File: src/hw/rtl/div64_pkg.sv
// Shared definitions for the 64-bit signed/unsigned divider.
// Holds the operand width, counter width and the controller-to-datapath command type.
// No dependencies.
package div64_pkg;

  localparam int DATA_WIDTH = 64;
  localparam int PORT_WIDTH = 64;
  localparam int CNT_WIDTH  = $clog2(DATA_WIDTH);

  typedef logic [DATA_WIDTH-1:0] data_t;
  typedef logic [CNT_WIDTH-1:0]  cnt_t;

  typedef struct packed {
    logic load;
    logic step;
    logic fix;
  } div_cmd_t;

endpackage

File: src/hw/rtl/div64_dp.sv
// Datapath of the divider: operand magnitudes, shift-subtract iteration,
// sign fix-up and the result register. Depends on div64_pkg.
module div64_dp
  import div64_pkg::*;
(
  input  logic                  clk_i,
  input  div_cmd_t              cmd_i,
  input  logic                  req_type_i,
  input  logic [PORT_WIDTH-1:0] dividend_i,
  input  logic [PORT_WIDTH-1:0] divisor_i,
  output logic [PORT_WIDTH-1:0] quotient_o,
  output logic [PORT_WIDTH-1:0] remainder_o,
  output logic                  div_by_zero_o
);

  data_t n_in;
  data_t d_in;
  logic  n_neg;
  logic  d_neg;

  data_t quo_q, quo_d;
  data_t rem_q, rem_d;
  data_t div_q, div_d;
  logic  neg_quo_q, neg_quo_d;
  logic  neg_rem_q, neg_rem_d;
  logic  dz_q, dz_d;

  logic [DATA_WIDTH:0] rem_shift;
  logic [DATA_WIDTH:0] diff;

  logic [PORT_WIDTH-1:0] quo_out_q, quo_out_d;
  logic [PORT_WIDTH-1:0] rem_out_q, rem_out_d;
  logic                  dz_out_q, dz_out_d;

  data_t quo_fix;
  data_t rem_fix;

  assign n_in  = dividend_i[DATA_WIDTH-1:0];
  assign d_in  = divisor_i[DATA_WIDTH-1:0];
  assign n_neg = req_type_i & n_in[DATA_WIDTH-1];
  assign d_neg = req_type_i & d_in[DATA_WIDTH-1];

  assign rem_shift = {rem_q, quo_q[DATA_WIDTH-1]};
  assign diff      = rem_shift - {1'b0, div_q};

  assign quo_fix = neg_quo_q ? (data_t'(0) - quo_q) : quo_q;
  assign rem_fix = neg_rem_q ? (data_t'(0) - rem_q) : rem_q;

  always_comb begin
    quo_d     = quo_q;
    rem_d     = rem_q;
    div_d     = div_q;
    neg_quo_d = neg_quo_q;
    neg_rem_d = neg_rem_q;
    dz_d      = dz_q;
    quo_out_d = quo_out_q;
    rem_out_d = rem_out_q;
    dz_out_d  = dz_out_q;
    if (cmd_i.load) begin
      quo_d     = n_neg ? (data_t'(0) - n_in) : n_in;
      div_d     = d_neg ? (data_t'(0) - d_in) : d_in;
      rem_d     = '0;
      neg_quo_d = n_neg ^ d_neg;
      neg_rem_d = n_neg;
      dz_d      = (d_in == '0);
    end
    if (cmd_i.step) begin
      if (!diff[DATA_WIDTH]) begin
        rem_d = diff[DATA_WIDTH-1:0];
        quo_d = {quo_q[DATA_WIDTH-2:0], 1'b1};
      end else begin
        rem_d = rem_shift[DATA_WIDTH-1:0];
        quo_d = {quo_q[DATA_WIDTH-2:0], 1'b0};
      end
    end
    if (cmd_i.fix) begin
      quo_out_d = dz_q ? '0 : PORT_WIDTH'(quo_fix);
      rem_out_d = dz_q ? '0 : PORT_WIDTH'(rem_fix);
      dz_out_d  = dz_q;
    end
  end

  always_ff @(posedge clk_i) begin
    quo_q     <= quo_d;
    rem_q     <= rem_d;
    div_q     <= div_d;
    neg_quo_q <= neg_quo_d;
    neg_rem_q <= neg_rem_d;
    dz_q      <= dz_d;
    quo_out_q <= quo_out_d;
    rem_out_q <= rem_out_d;
    dz_out_q  <= dz_out_d;
  end

  assign quotient_o    = quo_out_q;
  assign remainder_o   = rem_out_q;
  assign div_by_zero_o = dz_out_q;

endmodule

File: src/hw/rtl/div64_ctrl.sv
// Controller of the divider: sequences load, iteration and fix-up, and owns
// both handshakes and the iteration counter. Depends on div64_pkg.
module div64_ctrl
  import div64_pkg::*;
(
  input  logic     clk_i,
  input  logic     rst_ni,
  input  logic     in_valid_i,
  output logic     in_stall_o,
  output logic     out_valid_o,
  input  logic     out_stall_i,
  output div_cmd_t cmd_o
);

  localparam logic [1:0] StIdle = 2'd0;
  localparam logic [1:0] StRun  = 2'd1;
  localparam logic [1:0] StFix  = 2'd2;

  logic [1:0] state_q, state_d;
  cnt_t       cnt_q, cnt_d;
  logic       out_valid_q, out_valid_d;
  logic       out_free;

  assign in_stall_o = (state_q != StIdle);
  assign out_free   = !out_valid_q || !out_stall_i;

  always_comb begin
    state_d     = state_q;
    cnt_d       = cnt_q;
    out_valid_d = out_valid_q && out_stall_i;
    cmd_o       = '0;
    unique case (state_q)
      StIdle: begin
        if (in_valid_i) begin
          cmd_o.load = 1'b1;
          cnt_d      = cnt_t'(DATA_WIDTH - 1);
          state_d    = StRun;
        end
      end
      StRun: begin
        cmd_o.step = 1'b1;
        cnt_d      = cnt_q - cnt_t'(1);
        if (cnt_q == '0) begin
          state_d = StFix;
        end
      end
      StFix: begin
        if (out_free) begin
          cmd_o.fix   = 1'b1;
          out_valid_d = 1'b1;
          state_d     = StIdle;
        end
      end
      default: begin
        state_d = StIdle;
      end
    endcase
  end

  always_ff @(posedge clk_i or negedge rst_ni) begin
    if (!rst_ni) begin
      state_q     <= StIdle;
      cnt_q       <= '0;
      out_valid_q <= 1'b0;
    end else begin
      state_q     <= state_d;
      cnt_q       <= cnt_d;
      out_valid_q <= out_valid_d;
    end
  end

  assign out_valid_o = out_valid_q;

endmodule

File: src/hw/rtl/divider_64bit_signed_unsigned_unit.sv
// Top level of the 64-bit restoring shift-and-subtract divider, signed or unsigned.
// Instantiates div64_ctrl and div64_dp; depends on div64_pkg.
//
// Each transaction carries a dividend, a divisor and a mode (0 unsigned, 1 signed)
// and yields one transaction with quotient, remainder and a divide-by-zero flag.
// Quotients truncate toward zero and a signed remainder takes the dividend's sign;
// a zero divisor returns zero for both with the flag set. A transaction runs as a load
// of the magnitudes, one shift-subtract step per quotient bit through the single shared
// subtractor, and the sign fix-up into the result register. A new transaction is taken
// while the previous result still waits in that register.
module divider_64bit_signed_unsigned_unit
  import div64_pkg::*;
(
  input  logic                  clk_i,
  input  logic                  rst_ni,
  input  logic                  in_valid_i,
  output logic                  in_stall_o,
  input  logic                  req_type_i,
  input  logic [PORT_WIDTH-1:0] dividend_i,
  input  logic [PORT_WIDTH-1:0] divisor_i,
  output logic                  out_valid_o,
  input  logic                  out_stall_i,
  output logic [PORT_WIDTH-1:0] quotient_o,
  output logic [PORT_WIDTH-1:0] remainder_o,
  output logic                  div_by_zero_o
);

  div_cmd_t cmd;

  div64_ctrl u_ctrl (
    .clk_i       (clk_i),
    .rst_ni      (rst_ni),
    .in_valid_i  (in_valid_i),
    .in_stall_o  (in_stall_o),
    .out_valid_o (out_valid_o),
    .out_stall_i (out_stall_i),
    .cmd_o       (cmd)
  );

  div64_dp u_dp (
    .clk_i         (clk_i),
    .cmd_i         (cmd),
    .req_type_i    (req_type_i),
    .dividend_i    (dividend_i),
    .divisor_i     (divisor_i),
    .quotient_o    (quotient_o),
    .remainder_o   (remainder_o),
    .div_by_zero_o (div_by_zero_o)
  );

endmodule

File: config.mk
export PLATFORM = sky130hd
export DESIGN_NAME = divider_64bit_signed_unsigned_unit
export DESIGN_NICKNAME = d
export VERILOG_FILES = /design/src/hw/rtl/div64_pkg.sv /design/src/hw/rtl/div64_dp.sv /design/src/hw/rtl/div64_ctrl.sv /design/src/hw/rtl/divider_64bit_signed_unsigned_unit.sv
export SDC_FILE = /design/constraint.sdc
export NUM_CORES = 1
export LEC_CHECK = 0
export BUFFER_PORTS_ARGS = -buffer_cell sky130_fd_sc_hd__buf_2
export CELL_PAD_IN_SITES_DETAIL_PLACEMENT = 1
export CELL_PAD_IN_SITES_GLOBAL_PLACEMENT = 1
export CORE_ASPECT_RATIO = 0.7
export CORE_UTILIZATION = 47
export CTS_BUF_LIST = sky130_fd_sc_hd__clkbuf_4
export CTS_CLUSTER_DIAMETER = 30
export DETAILED_ROUTE_END_ITERATION = 10
export GPL_ROUTABILITY_DRIVEN = 0
export PLACE_DENSITY_LB_ADDON = 0.1
export SLEW_MARGIN = 5
export SYNTH_ARGS = -nofsm -noshare
export SYNTH_HDL_FRONTEND = slang
export SYNTH_SLANG_ARGS = --single-unit
export TNS_END_PERCENT = 1
File: constraint.sdc
create_clock -name clk_i -period 11.8 [get_ports clk_i]
set_input_delay 2.36 -clock clk_i [delete_from_list [all_inputs] [get_ports clk_i]]
set_output_delay 2.36 -clock clk_i [all_outputs]
set_load 0.03 [all_outputs]
==> results of run 1 <==
## flip-flops by register name (all words and copies together), names as in the netlist
name / count
u_ctrl.cnt_q: 6
u_dp.quotient_o: 64
u_ctrl.state_q: 2
u_dp.div_q: 64
u_ctrl.out_valid_o: 1
u_dp.remainder_o: 64
u_dp.dz_q: 1
u_dp.div_by_zero_o: 1
u_dp.neg_rem_q: 1
u_dp.rem_q: 64
u_dp.quo_q: 64
u_dp.neg_quo_q: 1
## power by group
group          switching, W  internal (W)  leakage, nW
combinational       0.00180      0.000989         6.00
sequential         0.000404       0.00183         3.29
clock              0.000545      0.000639        0.747
## placed cells by master, fill, tap and decap left out, types with 15 or more instances in the layout
master and instances:
a21o_1 29, a21oi_1 163, buf_2 263, buf_4 16, clkbuf_4 129, clkinv_1 21
edfxtp_1 324, ha_1 70, inv_1 94, mux2i_1 21, nand2_1 212, nand2b_1 17
nand3_1 33, nand4_1 30, nor2_1 329, nor3_1 49, nor4_1 26, o21a_1 17
o21ai_0 188, o31ai_1 67, o41ai_1 17, or2_2 15, or3_1 51, or4_1 25
xnor2_1 107, xor2_1 193
## Yosys cell counts (all sizes together), types with 21 or more instances
cell / n
nor2: 331
edfxtp: 324
xor2: 193
a21oi: 164
o21ai: 189
a21o: 29
nand4: 30
inv: 95
nor3: 49
nand3: 34
clkbuf: 94
mux2i: 21
o31ai: 67
nand2: 212
ha: 70
xnor2: 107
or3: 55
or4: 32
nor4: 26
## cell type report
type | count | area share [%]
repair buffers | 279 | 5.78
well taps | 603 | 3.04
clock buffers | 129 | 3.90
flip-flops and latches | 333 | 40.1
diodes | 5 | 0.0504
multi-input cells | 1786 | 44.4
inverters | 95 | 1.44
clock inverters | 38 | 1.27
## path summary, 6_finish.rpt
| kind | to | slack, ps | startpoint |
|---|---|---|---|
| setup reg to reg | u_dp.rem_q[57] | 6830 | u_dp.div_q[0] |
| min in group asynchronous | u_ctrl.cnt_q[0] | 1340 | rst_ni |
| setup / recovery | u_dp.div_q[61] | 6080 | divisor_i[4] |
| hold reg to reg | u_ctrl.cnt_q[5] | 500 | u_ctrl.cnt_q[5] |
| max in group asynchronous | u_ctrl.state_q[1] | 10270 | rst_ni |
| hold / removal | u_ctrl.cnt_q[5] | 500 | u_ctrl.cnt_q[5] |
## cell families after synthesis
group	share of synthesized area, %
buf+inv	3.51
compound gates	15.2
xor+xnor	12.1
flops	45.9
fa+ha+maj	4.13
mux	0.969
simple gates	18.2
## stage by stage
stage	setup slack, ps	instances	cell area [um2]	total power [W]	hold WS [ps]
after CTS	6230	3263	24800	0.00618	504
after global routing	5880	3268	24800	0.00662	532
final	6080	3268	24800	0.00621	503
after global placement	5520	3096	23500	0.00482	475
after detailed placement	5330	3096	23500	0.00497	491
after floorplan	2710	2317	21700	0.00414	446
## layer usage
metal / routed length [um] / global-route usage [%]
met4: 2370 / 11.3
met1: 32700 / 43.2
met5: 0 / 0
met3: 5150 / 5.92
met2: 31900 / 46.5
==> results by group, run 1 <==
Timing
  • TNS Setup: 0 ps
  • Slew Limit Fails: 0
  • Max-slew headroom: about a quarter
  • Final worst path period share: about 48%
  • Setup violators final: 0
  • Crit path time final: about 5700 ps
  • Setup repair after global routing missed its margin: false
  • Max Freq: 0.175 GHz
  • Setup Skew: 42.6 ps
  • Worst-margin pin slew: between 1000 and 1500 ps
  • Hold violation count in the final report: 0

Final layout
  • FF/Latch Area: 9950 um2
  • Number of fill cells: 5354
  • Multi-input gate area: ~11000 um2
  • Synth-to-layout area growth: 14.5%
  • Share of cells above drive strength 1: between 10% and 20%
  • Nets: 2793
  • Post-Route Utilization: between 50% and 60%

Clock network
  • Clock transition at path regs: about 70 ps
  • Latest clock arrival within the worst-skew pair: a little under 900 ps
  • H-Tree Depth: 3
  • Resized cells post-CTS: 0
  • Setup bufs post-CTS: 0
  • TritonCTS Buffers: 94
  • Max Root-Sink Buffers: 3
  • Clock sink count: ~330
  • Hold_buf cts: 0
  • Clock root buffer: clkbuf_4
  • CTS tree: done

Floorplanning
  • Die X: between 200 and 300 um
  • Die Footprint: around 47000 um2
  • I/O pins: about 260
  • Core footprint: ~45000 um2
  • Chip height: ~180 um
  • Num rows: 65
  • Initial Utilization: 47.9%

Yosys
  • EDFF count, synth: 324
  • Synthesized area per cell: 9.36 um2
  • Synthesized area: 21700 um2
  • Synthesized instance count: around 2300
  • Share of flip-flops with an asynchronous set or reset: between 2 and 3%
  • Sequential cell area fraction in the yosys report: a little under half
  • Yosys top cell by area: edfxtp_1
  • Synth top area cells: edfxtp_1 (45%), xor2_1 (7.8%), nor2_1 (5.7%)
  • Mapped Nets: approximately 2500
  • Yosys Warn Count: 0
  • Synth top area share: 44.9%
  • Post-synth cell types: 72
  • Main synth FF type: edfxtp_1
  • Yosys reg bits: 333

Drt
  • Routed len/inst: 22.1 um
  • Routed WL: around 72000 um
  • DRC Markers: 0
  • DRT antenna net count: 0
  • Routed vias: about 19000
  • Starting DRT DRC Count: approximately 1600
  • Routed vias/inst: around 6
  • TritonRoute pass-1 iters: 5

Outcome
  • Status: finished, final reports clean

Critical path
  • Crit path capture type: register
  • Setup Crit Path Kind: input pin to register
  • Cells along the critical path: buf_2 -> nor4_1 -> nor3b_1 -> nand3_1 -> buf_4 -> nor2_1 -> nand2_1 -> nor3_1 -> nand2_1 -> nor3_1 -> a21oi_1 -> xor2_1
  • Worst path depth: 12
  • CP max stage cell: nor3b_1
  • Critical path arrival: about 6300 ps
  • Worst-path fanout max: 8
  • Cell family with most CP delay: simple AND/OR/NAND/NOR gates
  • Slowest Stage Delay on Critical Path: 820 ps
  • Nature of the critical path startpoint: input pin
  • Depth of the most critical reg-to-reg path: 13
  • Crit path buffers/inverters: 2
  • Crit path required time: between 10000 and 15000 ps

GRT
  • Antenna violations before repair: 3
  • Grt total ovfl: 0
  • Total GRT Usage: a little under a third
  • First-pass GRT wire length: around 110000 um
  • Vias in the first global route: a little under 20000
  • Largest net degree at the start of global routing: about 110

Power
  • Static Leak: 10.0 nW
  • Pwr dens: 250 nW/um2
  • Worst VDD drop: 0.000140 V

Run
  • MaxCap Viol Count: 0

Place
  • Port Buffer Count: about 260
  • Post-DP HPWL: between 50000 and 60000 um

Worst hold path
  • Worst Hold Depth: 1
  • Worst Hold Class: register to register
No activity file was read; power rests on OpenSTA's default activity.
==> run 2: changes to the inputs <==
ABC_AREA = 1   (was default)
CORE_UTILIZATION = 45   (was 47)
clock period = 5.4 ns   (was 11.8 ns; I/O delays follow)
==> results by group, run 2 <==
Outcome
  • Status: finished, final reports clean (unchanged)

Critical path
  • Cells along the critical path: inv_1 -> ha_1 -> nand3_2 -> nor2_1 -> nand3_1 -> nand2_1 -> o21ai_0 -> nor2_1 -> o211ai_1 -> a21oi_1 (was buf_2 -> nor4_1 -> nor3b_1 -> nand3_1 -> buf_4 -> nor2_1 -> nand2_1 -> nor3_1 -> nand2_1 -> nor3_1 -> a21oi_1 -> xor2_1)
  • Nature of the critical path startpoint: register (was input pin)
  • Depth of the most critical reg-to-reg path: 10 (was 13)
  • Slowest Stage Delay on Critical Path: 620 ps (was 820 ps)
  • Crit path buffers/inverters: 1 (was 2)
  • Reg2reg setup slack: 1660 ps (was 6830 ps)
  • Crit path capture type: register (unchanged)
  • CP max stage cell: nor2_1 (was nor3b_1)
  • CP dominant cell by count: nor2_1
  • Crit path required time: 6030 ps (was 12410 ps)
  • Setup Crit Path Kind: register to register (was input pin to register)
  • Cell family with most CP delay: simple AND/OR/NAND/NOR gates (unchanged)
  • Worst-path fanout max: 5 (was 8)
  • Critical path arrival: 4370 ps (was 6320 ps)
  • Crit Reg-Reg Endpoint: u_dp.remainder_o[44] (was u_dp.rem_q[57])
  • Reg2reg start: u_dp.rem_q[1] (was u_dp.div_q[0])

GRT
  • First-pass GRT wire length: 169000 um (was 112000 um)
  • Total GRT Usage: 36.1% (was 30.6%)
  • Largest net degree at the start of global routing: 66 (was 111)
  • Vias in the first global route: 27817 (was 19861)
  • Grt total ovfl: 0 (unchanged)
  • Antenna violations before repair: 8 (was 3)

Run
  • MaxCap Viol Count: 0 (unchanged)

Power
  • Switching portion of total power: 52.9% (was 44.3%)
  • Pwr dens: 534 nW/um2 (was 250 nW/um2)
  • Combinational Power Share: 53.0% (was 45.0%)
  • Clk pwr share: 14.6% (was 19.1%)
  • Power, Total: 0.0163 W (was 0.00621 W)
  • Psw: 0.00864 W (was 0.00275 W)
  • Worst VDD drop: 0.000451 V (was 0.000140 V)
  • Int Power: 0.00769 W (was 0.00346 W)
  • Seq pwr share: 32.4% (was 36.0%)
  • Static Leak: 14.9 nW (was 10.0 nW)

Clock network
  • CTS tree: done (unchanged)
  • Latest clock arrival within the worst-skew pair: 910 ps (was 880 ps)
  • H-Tree Depth: 3 (unchanged)
  • Clock sink count: 333 (unchanged)
  • Resized cells post-CTS: 0 (unchanged)
  • Clock root buffer: clkbuf_4 (unchanged)
  • Max Root-Sink Buffers: 3 (unchanged)
  • Clock transition at path regs: 60 ps (was 70 ps)
  • TritonCTS Buffers: 91 (was 94)

Timing
  • Setup repair after global routing missed its margin: false (unchanged)
  • Worst setup margin: 1660 ps (was 6080 ps)
  • TNS Setup: 0 ps (unchanged)
  • Final worst path period share: between 60% and 70%
  • Hold_ws: 379 ps (was 503 ps)
  • Setup violators final: 0 (unchanged)
  • Slew Limit Fails: 0 (unchanged)
  • Hold violation count in the final report: 0 (unchanged)
  • Worst-margin pin slew: 1310 ps (was 1130 ps)
  • Crit path time final: ~3700 ps
  • Setup Skew: 60.6 ps (was 42.6 ps)
  • Max Freq: between 0.2 and 0.3 GHz
  • Max-slew headroom: 12.0% (was 24.9%)

Place
  • Port Buffer Count: 263 (unchanged)
  • Post-DP HPWL: 93400 um (was 53600 um)
  • Placement Setup Slack: 1430 ps (was 5330 ps)

Worst hold path
  • WHS Endpoint: u_dp.div_q[0] (was u_ctrl.cnt_q[5])
  • Worst Hold Depth: 1 (unchanged)
  • Worst Hold Class: input pin to register (was register to register)
  • Worst Hold Launch: divisor_i[0] (was u_ctrl.cnt_q[5])

Floorplanning
  • Core footprint: 60100 um2 (was 45300 um2)
  • Num rows: 75 (was 65)
  • Die Footprint: 61900 um2 (was 47000 um2)
  • Die X: 297 um (was 259 um)
  • Initial Utilization: 45.6% (was 47.9%)
  • Chip height: 208 um (was 182 um)
  • I/O pins: 264 (unchanged)

Yosys
  • Synth top area cells: edfxtp_1 (36%), nand2_1 (17%), inv_1 (9.4%) (was edfxtp_1 (45%), xor2_1 (7.8%), nor2_1 (5.7%))
  • Synthesized area: 27400 um2 (was 21700 um2)
  • Share of flip-flops with an asynchronous set or reset: 2.70% (unchanged)
  • Main synth FF type: edfxtp_1 (unchanged)
  • EDFF count, synth: 324 (unchanged)
  • Count leader, synth: nand2_1 (was nor2_1)
  • Yosys reg bits: 333 (unchanged)
  • Sequential cell area fraction in the yosys report: 36.4% (was 45.9%)
  • Synthesized instance count: 4122 (was 2317)
  • Synthesized area per cell: 6.64 um2 (was 9.36 um2)
  • Synth top area share: 35.5% (was 44.9%)
  • Post-synth cell types: 53 (was 72)
  • Yosys top cell by area: edfxtp_1 (unchanged)
  • Mapped Nets: 4326 (was 2521)
  • Yosys Warn Count: 0 (unchanged)
  • Synth cell count leaders: nand2_1 (1228), inv_1 (689), nor2_1 (561) (was nor2_1 (330), edfxtp_1 (324), nand2_1 (212))

Final layout
  • Share of cells above drive strength 1: 11.7% (was 17.4%)
  • Most common cell after layout, fill and taps aside: nand2_1 (was nor2_1)
  • Post-Route Utilization: 51.0% (was 54.8%)
  • Commonest non-fill, non-tap cells in the layout: nand2_1 (1228), inv_1 (687), nor2_1 (560) (was nor2_1 (329), edfxtp_1 (324), buf_2 (263))
  • Multi-input gate area: 14400 um2 (was 11000 um2)
  • FF/Latch Area: 9950 um2 (unchanged)
  • Number of fill cells: 8247 (was 5354)
  • Nets: 4614 (was 2793)
  • Synth-to-layout area growth: 11.8% (was 14.5%)

Drt
  • Starting DRT DRC Count: 3560 (was 1565)
  • DRC Markers: 0 (unchanged)
  • Routed vias: 29551 (was 19385)
  • DRT antenna net count: 0 (unchanged)
  • TritonRoute pass-1 iters: 6 (was 5)
  • Routed len/inst: 21.7 um (was 22.1 um)
  • Routed WL: 115000 um (was 72100 um)
  • Routed vias/inst: 5.59 (was 5.93)
## run 2: kinds of logic (layout without fill, tap and decap cells)
kind of cell    Yosys count  count (layout)  share of synthesized area (%)
flops                   333             333                           36.4
other cells               0               5                              0
simple gates           2397            2397                           37.1
fa+ha+maj                71              71                           3.27
xor+xnor                134             134                           4.29
compound gates          405             405                           7.71
buf+inv                 782            1134                           11.2
## run 2: metal layers
layer / global-route usage [%] / wire, um / vias to the layer above
li1: - / - / 13824
met1: 55.0 / 52900 / 14117
met2: 48.1 / 43600 / 1427
met3: 12.6 / 15500 / 177
met4: 7.68 / 2480 / 6
met5: 0.998 / 110 / -
## run 2: worst reg2reg max path, stage by stage, from the launching register on
cell      delay [ps]
edfxtp_1         420
inv_1            290
ha_1             370
nand3_2          210
nor2_1           270
nand3_1          160
nand2_1          110
o21ai_0          250
nor2_1           620
o211ai_1         330
a21oi_1          450
## run 2: final cells by class
type                            instances  area share (%)
Clock inverter                         28           0.584
Inverter                              695            8.53
Tap cell                              808            3.30
Timing Repair Buffer                  282            4.90
Sequential cell                       333            32.5
Clock buffer                          129            3.16
Multi-Input combinational cell       3007            47.0
Antenna cell                            5          0.0409
## run 2: worst max path at each step
stage,from,to,slack [ps],cells past startpoint
after global placement,divisor_i[0],u_dp.div_q[60],1560,14
after detailed placement,divisor_i[1],u_dp.div_q[60],1430,14
final,u_dp.rem_q[1],u_dp.remainder_o[44],1660,10
after CTS,u_dp.rem_q[1],u_dp.remainder_o[44],1970,11
after global routing,u_dp.rem_q[1],u_dp.remainder_o[44],1590,11
after floorplan,in_valid_i,u_dp.quo_q[0],-330,4
## run 2: power groups by stage
stage,clock network [W],registers (W),logic [W]
2_1_floorplan,0,0.00452,0.00618
3_3_place_gp,0,0.00518,0.00807
3_5_place_dp,0,0.00521,0.00838
4_1_cts,0.00242,0.00516,0.00846
5_1_grt,0.00254,0.00525,0.00957
6_report,0.00239,0.00529,0.00866
## run 2: per-stage QoR
stage | cells | instance area [um2]
finish | 5287 | 30600
CTS | 5282 | 30600
global placement | 5124 | 29400
global route | 5287 | 30600
floorplan | 4122 | 27400
detailed placement | 5124 | 29400
## run 2: repair_timing
item,CTS,global route
hold buffers,1,0
buffers inserted,0,0
endpoints found under the setup margin,0,0
endpoints found under the hold margin,7,0
